==> src/design/betp_pkg.sv <==
// package for the board eeprom tlv parser
// record kinds, error codes, phases and parameter defaults; no dependencies
package betp_pkg;
    localparam int IMAGE_BYTES_DEF = 256;
    localparam int ASSEMBLY_LEN_DEF = 12;
    localparam int SKU_CAP = 10;

    localparam logic [2:0] KIND_TEXT = 3'd0;
    localparam logic [2:0] KIND_SKU = 3'd1;
    localparam logic [2:0] KIND_MAC = 3'd2;
    localparam logic [2:0] KIND_REV = 3'd3;
    localparam logic [2:0] KIND_PROD = 3'd4;
    localparam logic [2:0] KIND_DONE = 3'd5;
    localparam logic [2:0] KIND_FAIL = 3'd6;

    localparam logic [2:0] SID_PCA = 3'd0;
    localparam logic [2:0] SID_SERIAL = 3'd1;
    localparam logic [2:0] SID_MFG = 3'd2;
    localparam logic [2:0] SID_ASY = 3'd3;
    localparam logic [2:0] SID_SKU = 3'd4;

    localparam logic [1:0] ERR_HEADER = 2'd0;
    localparam logic [1:0] ERR_FORMAT = 2'd1;
    localparam logic [1:0] ERR_HEX = 2'd2;

    localparam logic [7:0] TYPE_END = 8'h00;
    localparam logic [7:0] TYPE_MFG = 8'h02;
    localparam logic [7:0] TYPE_SKU = 8'h03;
    localparam logic [7:0] TYPE_ASY = 8'h04;
    localparam logic [7:0] TYPE_MAC = 8'h05;
    localparam logic [7:0] TYPE_REV = 8'h0B;
    localparam logic [7:0] TYPE_SERIAL = 8'h0E;
    localparam logic [7:0] TYPE_MFG2 = 8'h17;

    localparam logic [1:0] PH_FIXED = 2'd0;
    localparam logic [1:0] PH_TYPE = 2'd1;
    localparam logic [1:0] PH_LEN = 2'd2;
    localparam logic [1:0] PH_DATA = 2'd3;

    typedef struct packed {
        logic [2:0] record_kind;
        logic [2:0] string_id;
        logic [3:0] char_index;
        logic [7:0] char_value;
        logic [47:0] mac_value;
        logic [7:0] rev_major;
        logic [7:0] rev_minor;
        logic production;
        logic [1:0] error_code;
    } rec_t;

    typedef struct packed {
        logic [7:0] data_byte;
        logic first_byte;
    } req_t;

    function automatic logic [4:0] hexval(input logic [7:0] c);
        logic [4:0] v;
        v = 5'd16;
        if (c >= 8'h61 && c <= 8'h66) v = 5'(c - 8'h57);
        else if (c >= 8'h41 && c <= 8'h46) v = 5'(c - 8'h37);
        else if (c >= 8'h30 && c <= 8'h39) v = 5'(c - 8'h30);
        return v;
    endfunction

    function automatic rec_t mk(input logic [2:0] kind);
        rec_t r;
        r = '0;
        r.record_kind = kind;
        return r;
    endfunction
endpackage

==> src/design/betp_if.sv <==
// valid/ready channel interfaces for requests and result records
// no dependencies
interface betp_req_if;
    logic valid;
    logic ready;
    logic [7:0] data_byte;
    logic first_byte;
    modport source (output valid, data_byte, first_byte, input ready);
    modport sink (input valid, data_byte, first_byte, output ready);
endinterface

interface betp_rec_if;
    logic valid;
    logic ready;
    logic [2:0] record_kind;
    logic [2:0] string_id;
    logic [3:0] char_index;
    logic [7:0] char_value;
    logic [47:0] mac_value;
    logic [7:0] rev_major;
    logic [7:0] rev_minor;
    logic production;
    logic [1:0] error_code;
    modport source (output valid, record_kind, string_id, char_index, char_value,
        mac_value, rev_major, rev_minor, production, error_code, input ready);
    modport sink (input valid, record_kind, string_id, char_index, char_value,
        mac_value, rev_major, rev_minor, production, error_code, output ready);
endinterface

==> src/design/board_eeprom_tlv_parser.sv <==
// a request is registered and processed combinationally; its records are
// written into a four-entry output queue register, which presents them
// throughput: one byte per cycle while the queue has room for two records
// reset: parser idle until a first_byte request, sku_max_chars reads 10
// depends on betp_pkg, betp_if and betp_core
module board_eeprom_tlv_parser #(
    parameter int IMAGE_BYTES = betp_pkg::IMAGE_BYTES_DEF,
    parameter int ASSEMBLY_LEN = betp_pkg::ASSEMBLY_LEN_DEF
) (
    input  logic clk,
    input  logic rst_n,
    input  logic cfg_we,
    input  logic [3:0] cfg_wdata,
    betp_req_if.sink in_req,
    betp_rec_if.source out_rec
);
    logic [3:0] sku_reg;
    logic req_valid_reg;
    betp_pkg::req_t req_reg;
    logic [1:0] cnt;
    betp_pkg::rec_t r0, r1;
    betp_pkg::rec_t q_reg [4];
    logic [1:0] rd_reg, wr_reg;
    logic [2:0] fill_reg, fill_next;
    logic pop;
    logic [2:0] pending;

    assign pending = fill_reg + (req_valid_reg ? 3'd2 : 3'd0);
    assign in_req.ready = (pending <= 3'd2) || (pending == 3'd3 && pop);
    assign pop = out_rec.valid && out_rec.ready;
    assign out_rec.valid = fill_reg != 3'd0;
    assign out_rec.record_kind = q_reg[rd_reg].record_kind;
    assign out_rec.string_id = q_reg[rd_reg].string_id;
    assign out_rec.char_index = q_reg[rd_reg].char_index;
    assign out_rec.char_value = q_reg[rd_reg].char_value;
    assign out_rec.mac_value = q_reg[rd_reg].mac_value;
    assign out_rec.rev_major = q_reg[rd_reg].rev_major;
    assign out_rec.rev_minor = q_reg[rd_reg].rev_minor;
    assign out_rec.production = q_reg[rd_reg].production;
    assign out_rec.error_code = q_reg[rd_reg].error_code;

    betp_core #(.IMAGE_BYTES(IMAGE_BYTES), .ASSEMBLY_LEN(ASSEMBLY_LEN)) u_core (
        .clk(clk), .rst_n(rst_n), .step(req_valid_reg), .req(req_reg),
        .sku_max_chars(sku_reg), .rec_count(cnt), .rec0(r0), .rec1(r1));

    assign fill_next = fill_reg + 3'(cnt) - (pop ? 3'd1 : 3'd0);

    always_ff @(posedge clk or negedge rst_n)
    begin
        if (!rst_n)
        begin
            sku_reg <= 4'd10; req_valid_reg <= 1'b0;
            rd_reg <= '0; wr_reg <= '0; fill_reg <= '0;
        end
        else
        begin
            if (cfg_we) sku_reg <= cfg_wdata;
            req_valid_reg <= in_req.valid && in_req.ready;
            if (pop) rd_reg <= rd_reg + 2'd1;
            wr_reg <= wr_reg + cnt;
            fill_reg <= fill_next;
        end
    end

    always_ff @(posedge clk)
    begin
        if (in_req.valid && in_req.ready)
        begin
            req_reg.data_byte <= in_req.data_byte;
            req_reg.first_byte <= in_req.first_byte;
        end
        if (cnt != 2'd0) q_reg[wr_reg] <= r0;
        if (cnt == 2'd2) q_reg[wr_reg + 2'd1] <= r1;
    end

    a_fill: assert property (@(posedge clk) disable iff (!rst_n) fill_reg <= 3'd4)
        else $error("record queue overflow");
    a_room: assert property (@(posedge clk) disable iff (!rst_n)
        req_valid_reg |-> fill_reg <= 3'd3)
        else $error("request issued without queue room");
    a_valid: assert property (@(posedge clk) disable iff (!rst_n)
        (fill_reg == 3'd0 && cnt == 2'd0) |=> !out_rec.valid)
        else $error("record shown from empty queue");
endmodule

==> src/design/betp_core.sv <==
// parser state and per-byte logic; one registered request in, up to two records out
// depends on betp_pkg
module betp_core #(
    parameter int IMAGE_BYTES = betp_pkg::IMAGE_BYTES_DEF,
    parameter int ASSEMBLY_LEN = betp_pkg::ASSEMBLY_LEN_DEF
) (
    input  logic clk,
    input  logic rst_n,
    input  logic step,
    input  betp_pkg::req_t req,
    input  logic [3:0] sku_max_chars,
    output logic [1:0] rec_count,
    output betp_pkg::rec_t rec0,
    output betp_pkg::rec_t rec1
);
    localparam int PW = $clog2(IMAGE_BYTES + 1);

    logic [PW-1:0] pos_reg, pos_next;
    logic [1:0] phase_reg, phase_next;
    logic [15:0] acc_reg, acc_next;
    logic [7:0] type_reg, type_next;
    logic [15:0] left_reg, left_next;
    logic mfg2_reg, mfg2_next;
    logic [7:0] sku_reg [betp_pkg::SKU_CAP], sku_next [betp_pkg::SKU_CAP];
    logic [47:0] mac_reg, mac_next;
    logic [7:0] run_reg, run_next, saved_reg, saved_next, after_reg, after_next;
    logic dot_reg, dot_next, alpha_reg, alpha_next;
    logic ok_reg, ok_next, stop_reg, stop_next, pend_reg, pend_next;
    logic [2:0] dig_reg, dig_next;
    logic [15:0] fpos_reg, fpos_next;

    logic [3:0] lim;
    assign lim = (sku_max_chars > 4'(betp_pkg::SKU_CAP)) ? 4'(betp_pkg::SKU_CAP)
                                                         : sku_max_chars;

    function automatic logic sku_match(input logic [7:0] s [betp_pkg::SKU_CAP],
                                       input logic [79:0] p, input int n);
        logic m;
        m = 1'b1;
        for (int i = 0; i < 10; i++)
            if (i < n && s[i] != p[79-8*i -: 8]) m = 1'b0;
        return m;
    endfunction

    always_comb
    begin
        logic [7:0] c;
        logic [4:0] d;
        logic [3:0] kept;
        logic run;
        logic fin;
        logic [3:0] done;
        logic [47:0] m;
        logic [7:0] b;
        logic [15:0] acc_sh;
        betp_pkg::rec_t r [2];
        int n;
        c = req.data_byte;
        n = 0;
        r[0] = '0;
        r[1] = '0;
        fin = 1'b0;
        pos_next = pos_reg; phase_next = phase_reg; acc_next = acc_reg;
        type_next = type_reg; left_next = left_reg; mfg2_next = mfg2_reg;
        sku_next = sku_reg; mac_next = mac_reg; run_next = run_reg;
        saved_next = saved_reg; after_next = after_reg; dot_next = dot_reg;
        alpha_next = alpha_reg; ok_next = ok_reg; stop_next = stop_reg;
        pend_next = pend_reg; dig_next = dig_reg; fpos_next = fpos_reg;
        run = 1'b0;
        kept = '0; done = '0; m = '0; b = '0; d = '0; acc_sh = '0;
        if (step)
        begin
            if (req.first_byte)
            begin
                if (pend_reg)
                begin
                    r[0] = betp_pkg::mk(betp_pkg::KIND_DONE);
                    n = 1;
                end
                pos_next = '0; phase_next = betp_pkg::PH_FIXED; type_next = '0;
                left_next = '0; mfg2_next = 1'b0; ok_next = 1'b1; stop_next = 1'b0;
                pend_next = 1'b0; dig_next = '0;
                fpos_next = '0; run_next = '0; saved_next = '0; after_next = '0;
                dot_next = 1'b0; mac_next = '0; acc_next = '0; alpha_next = 1'b0;
                for (int i = 0; i < betp_pkg::SKU_CAP; i++) sku_next[i] = '0;
                run = 1'b1;
            end
            else if (stop_reg)
            begin
                if (pend_reg)
                begin
                    pend_next = 1'b0;
                    r[0] = betp_pkg::mk(betp_pkg::KIND_DONE);
                    n = 1;
                end
            end
            else
                run = 1'b1;
        end
        if (run)
        begin
            if (phase_next == betp_pkg::PH_FIXED)
            begin
                if (pos_next < PW'(4))
                begin
                    if (c != ((pos_next == PW'(3)) ? 8'h03 : 8'h00)) ok_next = 1'b0;
                    if (pos_next == PW'(3))
                    begin
                        if (!ok_next)
                        begin
                            r[n] = betp_pkg::mk(betp_pkg::KIND_FAIL);
                            r[n].error_code = betp_pkg::ERR_HEADER;
                            n++; stop_next = 1'b1; fin = 1'b1;
                        end
                        ok_next = 1'b1;
                    end
                end
                else if (pos_next >= PW'(8) && pos_next < PW'(12))
                begin
                    if (c != ((pos_next == PW'(11)) ? 8'h32 : 8'h30)) ok_next = 1'b0;
                    if (pos_next == PW'(11))
                    begin
                        if (!ok_next)
                        begin
                            r[n] = betp_pkg::mk(betp_pkg::KIND_FAIL);
                            r[n].error_code = betp_pkg::ERR_FORMAT;
                            n++; stop_next = 1'b1; fin = 1'b1;
                        end
                        ok_next = 1'b1;
                    end
                end
                else if (pos_next >= PW'(12) && pos_next < PW'(35))
                begin
                    r[n] = betp_pkg::mk(betp_pkg::KIND_TEXT);
                    r[n].string_id = (pos_next < PW'(24)) ? betp_pkg::SID_PCA
                                                          : betp_pkg::SID_SERIAL;
                    r[n].char_index = (pos_next < PW'(24)) ? 4'(pos_next - PW'(12))
                                                           : 4'(pos_next - PW'(24));
                    r[n].char_value = c;
                    n++;
                end
                else if (pos_next == PW'(37))
                begin
                    phase_next = betp_pkg::PH_TYPE; dig_next = '0; acc_next = '0;
                end
            end
            else if (phase_next != betp_pkg::PH_DATA)
            begin
                d = betp_pkg::hexval(c);
                if (d[4])
                begin
                    r[n] = betp_pkg::mk(betp_pkg::KIND_FAIL);
                    r[n].error_code = betp_pkg::ERR_HEX;
                    n++; stop_next = 1'b1; fin = 1'b1;
                end
                else
                begin
                    acc_sh = {acc_next[11:0], d[3:0]};
                    acc_next = acc_sh;
                    dig_next = dig_next + 3'd1;
                    if (phase_next == betp_pkg::PH_TYPE && dig_next == 3'd2)
                    begin
                        type_next = acc_sh[7:0]; phase_next = betp_pkg::PH_LEN;
                        dig_next = '0; acc_next = '0;
                    end
                    else if (phase_next == betp_pkg::PH_LEN && dig_next == 3'd4)
                    begin
                        if (type_next == betp_pkg::TYPE_END)
                        begin
                            r[n] = betp_pkg::mk(betp_pkg::KIND_DONE);
                            n++; stop_next = 1'b1; fin = 1'b1;
                        end
                        else
                        begin
                            fpos_next = '0; run_next = '0; saved_next = '0;
                            after_next = '0; dot_next = 1'b0; mac_next = '0;
                            acc_next = '0; alpha_next = 1'b0;
                            for (int i = 0; i < betp_pkg::SKU_CAP; i++) sku_next[i] = '0;
                            if (type_next == betp_pkg::TYPE_MFG2) mfg2_next = 1'b1;
                            left_next = acc_sh; dig_next = '0;
                            phase_next = (acc_sh == 16'd0) ? betp_pkg::PH_TYPE
                                                           : betp_pkg::PH_DATA;
                        end
                    end
                end
            end
            else
            begin
                unique case (type_next)
                    betp_pkg::TYPE_MFG, betp_pkg::TYPE_MFG2:
                        if ((type_next == betp_pkg::TYPE_MFG2 || !mfg2_next)
                            && fpos_next < 16'd10)
                        begin
                            r[n] = betp_pkg::mk(betp_pkg::KIND_TEXT);
                            r[n].string_id = betp_pkg::SID_MFG;
                            r[n].char_index = fpos_next[3:0]; r[n].char_value = c; n++;
                        end
                    betp_pkg::TYPE_SERIAL:
                        if (fpos_next < 16'd11)
                        begin
                            r[n] = betp_pkg::mk(betp_pkg::KIND_TEXT);
                            r[n].string_id = betp_pkg::SID_SERIAL;
                            r[n].char_index = fpos_next[3:0]; r[n].char_value = c; n++;
                        end
                    betp_pkg::TYPE_ASY:
                        if (fpos_next < 16'(ASSEMBLY_LEN))
                        begin
                            r[n] = betp_pkg::mk(betp_pkg::KIND_TEXT);
                            r[n].string_id = betp_pkg::SID_ASY;
                            r[n].char_index = fpos_next[3:0]; r[n].char_value = c; n++;
                            if ((fpos_next + 16'd2 == 16'(ASSEMBLY_LEN) ||
                                 fpos_next + 16'd1 == 16'(ASSEMBLY_LEN)) &&
                                ((c >= 8'h41 && c <= 8'h5A) || (c >= 8'h61 && c <= 8'h7A)))
                                alpha_next = 1'b1;
                        end
                    betp_pkg::TYPE_SKU:
                        if (fpos_next < 16'(lim))
                        begin
                            r[n] = betp_pkg::mk(betp_pkg::KIND_TEXT);
                            r[n].string_id = betp_pkg::SID_SKU;
                            r[n].char_index = fpos_next[3:0]; r[n].char_value = c; n++;
                            sku_next[fpos_next[3:0]] = c;
                        end
                    betp_pkg::TYPE_MAC:
                        if (fpos_next < 16'd12)
                        begin
                            d = betp_pkg::hexval(c);
                            if (!fpos_next[0]) acc_next = 16'(d);
                            else
                            begin
                                b = (acc_next < 16'd16 && !d[4]) ?
                                    {acc_next[3:0], d[3:0]} : 8'hFF;
                                mac_next = {mac_next[39:0], b};
                            end
                        end
                    betp_pkg::TYPE_REV:
                        if (c == 8'h2E)
                        begin
                            saved_next = run_next; dot_next = 1'b1; after_next = '0;
                            run_next = 8'(run_next * 8'd10);
                        end
                        else
                        begin
                            d = betp_pkg::hexval(c);
                            if (d[4]) d = '0;
                            run_next = 8'(run_next * 8'd10 + 8'(d));
                            after_next = 8'(after_next * 8'd10 + 8'(d));
                        end
                    default: ;
                endcase
                fpos_next = fpos_next + 16'd1;
                left_next = left_next - 16'd1;
                if (left_next == 16'd0)
                begin
                    phase_next = betp_pkg::PH_TYPE; dig_next = '0;
                end
            end
            if (!fin && left_next == 16'd0 && phase_next == betp_pkg::PH_TYPE &&
                ((phase_reg == betp_pkg::PH_DATA && !req.first_byte) ||
                 (dig_reg == 3'd3 && phase_reg == betp_pkg::PH_LEN && !req.first_byte &&
                  dig_next == 3'd0)))
            begin
                unique case (type_next)
                    betp_pkg::TYPE_SKU:
                    begin
                        kept = '0;
                        for (int i = 0; i < betp_pkg::SKU_CAP; i++)
                            if (kept == 4'(i) && 4'(i) < lim && sku_next[i] != 8'd0)
                                kept = kept + 4'd1;
                        if (kept >= 4'd10 && sku_match(sku_next, 80'h373338382D3136434432, 10))
                            kept = 4'd10;
                        else if (kept >= 4'd9 &&
                                 sku_match(sku_next, 80'h373338382D3136434400, 9))
                            kept = 4'd9;
                        else if (kept >= 4'd7 &&
                                 sku_match(sku_next, 80'h373338382D3844000000, 7))
                            kept = 4'd7;
                        r[n] = betp_pkg::mk(betp_pkg::KIND_SKU);
                        r[n].string_id = betp_pkg::SID_SKU; r[n].char_index = kept; n++;
                    end
                    betp_pkg::TYPE_ASY:
                    begin
                        r[n] = betp_pkg::mk(betp_pkg::KIND_PROD);
                        r[n].string_id = betp_pkg::SID_ASY; r[n].production = alpha_next;
                        n++;
                    end
                    betp_pkg::TYPE_MAC:
                    begin
                        done = (fpos_next < 16'd12) ? {1'b0, fpos_next[3:1]} : 4'd6;
                        m = mac_next;
                        for (int i = 0; i < 6; i++)
                            if (4'(i) >= done) m = {m[39:0], 8'hFF};
                        mac_next = m;
                        r[n] = betp_pkg::mk(betp_pkg::KIND_MAC);
                        r[n].mac_value = m; n++;
                    end
                    betp_pkg::TYPE_REV:
                    begin
                        r[n] = betp_pkg::mk(betp_pkg::KIND_REV);
                        r[n].rev_major = dot_next ? saved_next : run_next;
                        r[n].rev_minor = dot_next ? after_next : 8'd0;
                        n++;
                    end
                    default: ;
                endcase
                acc_next = '0;
            end
            if (!fin)
            begin
                pos_next = pos_next + PW'(1);
                if (pos_next >= PW'(IMAGE_BYTES))
                begin
                    stop_next = 1'b1; pend_next = 1'b1;
                end
            end
        end
        rec0 = r[0];
        rec1 = r[1];
        rec_count = 2'(n);
    end

    always_ff @(posedge clk or negedge rst_n)
    begin
        if (!rst_n)
        begin
            pos_reg <= '0; phase_reg <= betp_pkg::PH_FIXED; acc_reg <= '0; type_reg <= '0;
            left_reg <= '0; mfg2_reg <= 1'b0; mac_reg <= '0; run_reg <= '0;
            saved_reg <= '0; after_reg <= '0; dot_reg <= 1'b0; alpha_reg <= 1'b0;
            ok_reg <= 1'b1; stop_reg <= 1'b1; pend_reg <= 1'b0; dig_reg <= '0;
            fpos_reg <= '0;
            for (int i = 0; i < betp_pkg::SKU_CAP; i++) sku_reg[i] <= '0;
        end
        else
        begin
            pos_reg <= pos_next; phase_reg <= phase_next; acc_reg <= acc_next;
            type_reg <= type_next; left_reg <= left_next; mfg2_reg <= mfg2_next;
            mac_reg <= mac_next; run_reg <= run_next; saved_reg <= saved_next;
            after_reg <= after_next; dot_reg <= dot_next; alpha_reg <= alpha_next;
            ok_reg <= ok_next; stop_reg <= stop_next; pend_reg <= pend_next;
            dig_reg <= dig_next; fpos_reg <= fpos_next; sku_reg <= sku_next;
        end
    end
endmodule
==> src/flat_wrapper.sv <==
// flat-port wrapper written by rule: the top's interface ports become plain ports
module board_eeprom_tlv_parser_flat 
#(
    parameter int IMAGE_BYTES = betp_pkg::IMAGE_BYTES_DEF,
    parameter int ASSEMBLY_LEN = betp_pkg::ASSEMBLY_LEN_DEF
)
  (clk, rst_n, cfg_we, cfg_wdata, in_req_valid, in_req_data_byte, in_req_first_byte, in_req_ready, out_rec_valid, out_rec_record_kind, out_rec_string_id, out_rec_char_index, out_rec_char_value, out_rec_mac_value, out_rec_rev_major, out_rec_rev_minor, out_rec_production, out_rec_error_code, out_rec_ready);
  betp_req_if in_req_i ();
  betp_rec_if out_rec_i ();
  input  logic clk;
  input  logic rst_n;
  input  logic cfg_we;
  input  logic [3:0] cfg_wdata;
  input wire logic [$bits(in_req_i.valid)-1:0] in_req_valid;
  input wire logic [$bits(in_req_i.data_byte)-1:0] in_req_data_byte;
  input wire logic [$bits(in_req_i.first_byte)-1:0] in_req_first_byte;
  output wire logic [$bits(in_req_i.ready)-1:0] in_req_ready;
  output wire logic [$bits(out_rec_i.valid)-1:0] out_rec_valid;
  output wire logic [$bits(out_rec_i.record_kind)-1:0] out_rec_record_kind;
  output wire logic [$bits(out_rec_i.string_id)-1:0] out_rec_string_id;
  output wire logic [$bits(out_rec_i.char_index)-1:0] out_rec_char_index;
  output wire logic [$bits(out_rec_i.char_value)-1:0] out_rec_char_value;
  output wire logic [$bits(out_rec_i.mac_value)-1:0] out_rec_mac_value;
  output wire logic [$bits(out_rec_i.rev_major)-1:0] out_rec_rev_major;
  output wire logic [$bits(out_rec_i.rev_minor)-1:0] out_rec_rev_minor;
  output wire logic [$bits(out_rec_i.production)-1:0] out_rec_production;
  output wire logic [$bits(out_rec_i.error_code)-1:0] out_rec_error_code;
  input wire logic [$bits(out_rec_i.ready)-1:0] out_rec_ready;
  assign in_req_i.valid = in_req_valid;
  assign in_req_i.data_byte = in_req_data_byte;
  assign in_req_i.first_byte = in_req_first_byte;
  assign in_req_ready = in_req_i.ready;
  assign out_rec_valid = out_rec_i.valid;
  assign out_rec_record_kind = out_rec_i.record_kind;
  assign out_rec_string_id = out_rec_i.string_id;
  assign out_rec_char_index = out_rec_i.char_index;
  assign out_rec_char_value = out_rec_i.char_value;
  assign out_rec_mac_value = out_rec_i.mac_value;
  assign out_rec_rev_major = out_rec_i.rev_major;
  assign out_rec_rev_minor = out_rec_i.rev_minor;
  assign out_rec_production = out_rec_i.production;
  assign out_rec_error_code = out_rec_i.error_code;
  assign out_rec_i.ready = out_rec_ready;
  board_eeprom_tlv_parser #(.IMAGE_BYTES(IMAGE_BYTES), .ASSEMBLY_LEN(ASSEMBLY_LEN)) u_core (.clk(clk), .rst_n(rst_n), .cfg_we(cfg_we), .cfg_wdata(cfg_wdata), .in_req(in_req_i), .out_rec(out_rec_i));
endmodule
==> config.mk <==
export PLATFORM = sky130hd
export DESIGN_NAME = board_eeprom_tlv_parser_flat
export DESIGN_NICKNAME = d
export VERILOG_FILES = /design/src/design/betp_pkg.sv /design/src/design/betp_if.sv /design/src/design/board_eeprom_tlv_parser.sv /design/src/design/betp_core.sv /design/src/flat_wrapper.sv
export SDC_FILE = /design/constraint.sdc
export NUM_CORES = 2
export LEC_CHECK = 0
export ABC_AREA = 1
export ABC_CLOCK_PERIOD_IN_PS = 29100
export BUFFER_PORTS_ARGS = -buffer_cell sky130_fd_sc_hd__buf_2
export CAP_MARGIN = 5
export CORE_MARGIN = 2
export CORE_UTILIZATION = 25
export DETAILED_ROUTE_END_ITERATION = 7
export SYNTH_ARGS = -nofsm -noshare
export SYNTH_HDL_FRONTEND = slang
export SYNTH_SLANG_ARGS = --single-unit
==> constraint.sdc <==
create_clock -name clk -period 29.1 [get_ports clk]
set_input_delay 5.82 -clock clk [delete_from_list [all_inputs] [get_ports clk]]
set_output_delay 5.82 -clock clk [all_outputs]
set_load 0.02 [all_outputs]
## Word-level counts from Yosys, hierarchy flattened

Memories as Yosys holds them, arrays and structs flattened.
Cells that the tools add are included.

| storage, ports and cells | value |
|---|---|
| output and inout bits | 87 |
| word-level logic and storage cells | 717 |
| bits of input ports | 18 |
| memories | 1 |
| register bits after elaboration | 249 |
| memory bits (writable) | 340 |

| cells by class | value |
|---|---|
| bitwise operators | 23 |
| mux-type cells | 453 |
| eq/ne operators | 51 |
| multipliers | 2 |
| reduce and logical (&&, ||, !) cells | 76 |
| $lt $le $gt $ge | 48 |
| $add $sub $neg | 29 |

Memories:

| name | depth | bits a word | rd ports | clocked after memory_dff | wr ports | RTL line | RTL |
|---|---|---|---|---|---|---|---|
| u_core.q_reg | 4 | 85 | 1 | 0 | 2 | board_eeprom_tlv_parser.sv:22 | `betp_pkg::rec_t q_reg [4];` |

Operators with widths:

| cell | number |
|---|---|
| bitwise mux 170 bit | 25 |
| two-way mux 170 bit | 20 |
| case mux 170 bit (4 select lines) | 2 |
| two-way mux 48 bit | 23 |
| demux 85 bit (select 1 bit) | 12 |
| two-way mux 80 bit | 12 |
| two-way mux 32 bit | 21 |
| two-way mux 16 bit | 37 |
| two-way mux 85 bit | 6 |
| AND 168 bit | 3 |
| inverter 168 bit | 3 |
| AND 166 bit | 3 |
| inverter 166 bit | 3 |
| two-way mux 8 bit | 48 |
| two-way mux 4 bit | 48 |
| AND 170 bit | 1 |
| inverter 170 bit | 1 |
| two-way mux 82 bit | 2 |
| two-way mux 79 bit | 2 |
| case mux 32 bit (4 select lines) | 1 |
| two-way mux 1 bit | 123 |
| two-way mux 5 bit | 21 |
| bitwise mux 80 bit | 1 |
| nonzero test 8 bit | 10 |
| other kinds (90) | 254 |

## Logic depth before layout (Yosys ltp)

| logic depth | value |
|---|---|
| word-level depth | 108 |
| depth in mapped cells | 97 |
| gate-level depth less buffers | 87 |

## Hierarchy

From an unflattened synthesis, not the netlist that was laid out.

| second synthesis, totals | value |
|---|---|
| cell total of the unflattened synthesis | 5959 |
| area, all modules | 41888.9 um^2 |

By module, submodules not included:

| module | area each (um^2) | cells each | instances |
|---|---|---|---|
| betp_core | 23369.9 | 3845 | 1 |
| board_eeprom_tlv_parser | 18519.0 | 2114 | 1 |

## Worst setup path before layout

Ideal clock, no wire load.

| timing | value |
|---|---|
| path type | input to output |
| from | in out_rec_ready |
| to | out in_req_ready |
| required time | 23.280 ns |
| buffers on the path | 0 |
| setup slack | 17.015 ns |
| arrival | 6.265 ns |
| stages on the path | 2 |
| path through | inv_1 -> a31oi_1 |

| on the way | value |
|---|---|
| cells in the longest elaborated chain, start to end | 3 |

RTL lines:

| element | RTL line | RTL |
|---|---|---|
| start, declared | flat_wrapper.sv:28 | `input wire logic [$bits(out_rec_i.ready)-1:0] out_rec_ready;` |
| logical AND 1 bit | board_eeprom_tlv_parser.sv:30 | `assign pop = out_rec.valid && out_rec.ready;` |
| logical AND 1 bit | board_eeprom_tlv_parser.sv:29 | `assign in_req.ready = (pending <= 3'd2) \|\| (pending == 3'd3 && pop);` |
| logical OR 1 bit | board_eeprom_tlv_parser.sv:29 |  |
| end, declared | flat_wrapper.sv:17 | `output wire logic [$bits(in_req_i.ready)-1:0] in_req_ready;` |

Every way passes these cells.

==> run summary <==
status - finished clean
Final Cell Area - 43400 um^2
initial antenna violation count - 6
#FFs+latches synth - 589
Fmax - 77.6 MHz
1st-pass router iterations - 6
Ys Warns - 0
Via Count - 37600
most frequent cells after synthesis - nand2_1, o21ai_0, nor2_1
CP Launch Type - flip-flop
Post-Syn Nets - 5278
min setup slack post-route - 16220 ps
Post-synth EDFFs - 349
Core ar. - 156000 um^2
register area share after synthesis - 42.1%
Critical path origin - u_core.req_reg[0]
RSZ-0062 raised after global routing - false
IO Pins - 105
Initial Util - 25.1%
Cell Rows - 145
drt wl/cell - 20.2 um
Async SR Flop Fraction - 40.7%
DP Area - 41300 um^2
P&R area growth vs syn - 10.9%
DRC Markers - 0
post-layout minimum cycle time - 12880 ps
port bufs - 104
TNS Setup - 0 ps
Congestion Overflow GR - 0
Max Slew Vio Count - 0
Setup Fix Bufs, Post-CTS - 0
WHS - 478 ps
Worst-Skew Late Latency - 660 ps
Hold Vio Cnt, Final - 0
top-count cell post-synth - nand2_1
Period Utilization, post-route - 44.3%
Worst slew margin - 27.0%
leakage power - 16.7 nW
Initial DRC Count - 4423
Crit. End Element - flip-flop
Largest register FFs - 340
Clock Path Buffers - 3
hold_sp - u_core.u_core.mfg2_reg
main area contributors after synthesis - edfxtp_1, dfrtp_1, nand2_1
largest net degree at the start of global routing - 126
CTS tree - yes
CP max FO - 78
root buf cell - clkbuf_16
share of cells above drive strength 1 - 8.92%
Final ANT Viol Nets - 0
R2R depth - 80
TritonCTS Buffers - 68
CTS sink cnt - 589
prevailing post-synth register cell - edfxtp_1
RR Startpoint - u_core.req_reg[0]
DP HPWL - 97100 um
Power per Cell Area - 73.1 nW/um^2
all-layer global routing usage - 17.7%
Hold Path Class - flip-flop to flip-flop
Reg2Reg Setup Slack - 16220 ps
Routability Congestion - 0.964
Crit path required time - 29500 ps
CP arrival - 13280 ps
peak supply drop - 60.8 uV
Final nets - 5188
Avg Cell Area, Syn - 7.56 um^2
Worst path most repeated cell - nand2_1
Final setup viols - 0
clk_skew - 31.3 ps
fin util - 27.9%
cell accounting for the most synthesized area - edfxtp_1
worst slack at placement - 16460 ps
vias in the first global route - 35500
reg2reg end - u_core.q_reg[1][76]
max-cap viol count - 0
first-pass GRT wire length - 220000 um
Mapped Cells - 5175
Die ar. - 160000 um^2
CP max stage delay - 710 ps
post-synth cell types - 86
hold_buf cts - 0
Die X - 400 um
final WL - 145000 um
worst setup path end - u_core.q_reg[1][76]
Post-CTS Resized - 0
crit path kind - flip-flop to flip-flop
# H-tree levels - 3
DR vias/cell - 5.23
Reg clk slew, reported paths - 60 ps
Die H - 400 um
CP max stage cell - inv_2
Slew @ Worst Pin - 1090 ps
cell area after synthesis - 39100 um^2
post-synth top area share - 26.8%
==> power breakdown <==
group	total, mW	switching [mW]	internal, mW
combinational	1.24	0.933	0.306
sequential	1.07	0.0788	0.994
clock	0.861	0.362	0.499
total	3.17	1.37	1.80
==> worst max-delay path, delay by kind of cell, from the launching register on <==
family	cells	cell delay (ps)
flip-flops	1	570
buffers and inverters	13	1710
AND/OR/NAND/NOR	47	6690
AO/OA/AOI/OAI	11	1980
adder cells (fa/ha/maj)	9	1610
==> per-layer routing <==
metal  global-route usage, %  vias up  part of all wire, %
met4                    7.16        4                  3.8
li1                        -    17600                    -
met1                    23.9    18100                   43
met2                    28.3     1669                   45
met5                       0        -                0.014
met3                    2.53      259                  8.1
==> layout by cell type (no fill, tap or decap), types with 6 or more instances in the layout <==
cell / n
buf_4: 59
dfrtp_1: 234
a211oi_1: 21
nand3_1: 220
a31oi_1: 61
or2_2: 23
o21ai_0: 731
clkbuf_8: 10
buf_2: 103
nand2_1: 1051
o21ai_2: 37
a21oi_1: 206
inv_1: 469
o21a_1: 18
clkinv_1: 10
inv_2: 31
a22oi_1: 17
nor2_4: 14
clkbuf_16: 71
nand4_1: 55
o21ai_1: 57
xor2_1: 47
nor3_1: 85
o31ai_1: 19
o211ai_1: 36
nand2_4: 13
nand2_2: 21
clkbuf_1: 23
ha_1: 80
edfxtp_1: 349
xnor2_1: 9
clkinv_2: 9
nor2_2: 17
a41oi_1: 6
nor2_1: 580
o22ai_1: 144
o221ai_1: 35
nand3_2: 11
nor4_1: 42
==> per-stage QoR <==
step	power (mW)	cells
2_1_floorplan	1.88	5175
3_3_place_gp	2.30	7073
3_5_place_dp	2.31	7073
4_1_cts	3.18	7191
5_1_grt	3.34	7191
6_report	3.17	7192
==> how the worst min path moves through the flow <==
| stage | cells after the start | end |
|---|---|---|
| finish | 2 | u_core.u_core.mfg2_reg |
| global route | 2 | u_core.u_core.stop_reg |
| CTS | 2 | u_core.u_core.mfg2_reg |
| detailed placement | 2 | u_core.u_core.mfg2_reg |
| global placement | 2 | u_core.u_core.mfg2_reg |
| floorplan | 2 | u_core.u_core.mfg2_reg |
==> cell families after synthesis <==
kind of cell	Yosys count	share of synthesized area [%]
mux	5	0.128
simple gates	2163	23.8
compound gates	1438	21.0
buf+inv	839	8.87
xor+xnor	56	1.25
flops	589	42.1
fa+ha+maj	85	2.81
==> final cells by class <==
type	count	area, um^2
Clock inverter	14	154
Tap cell	2058	2570
Sequential cell	589	16500
Multi-Input combinational cell	3747	19300
Timing Repair Buffer	163	973
Fill cell	16800	112000
Clock buffer	104	2000
Antenna cell	1	2.50
Inverter	516	1960
Power figures use the tool's default switching activity.
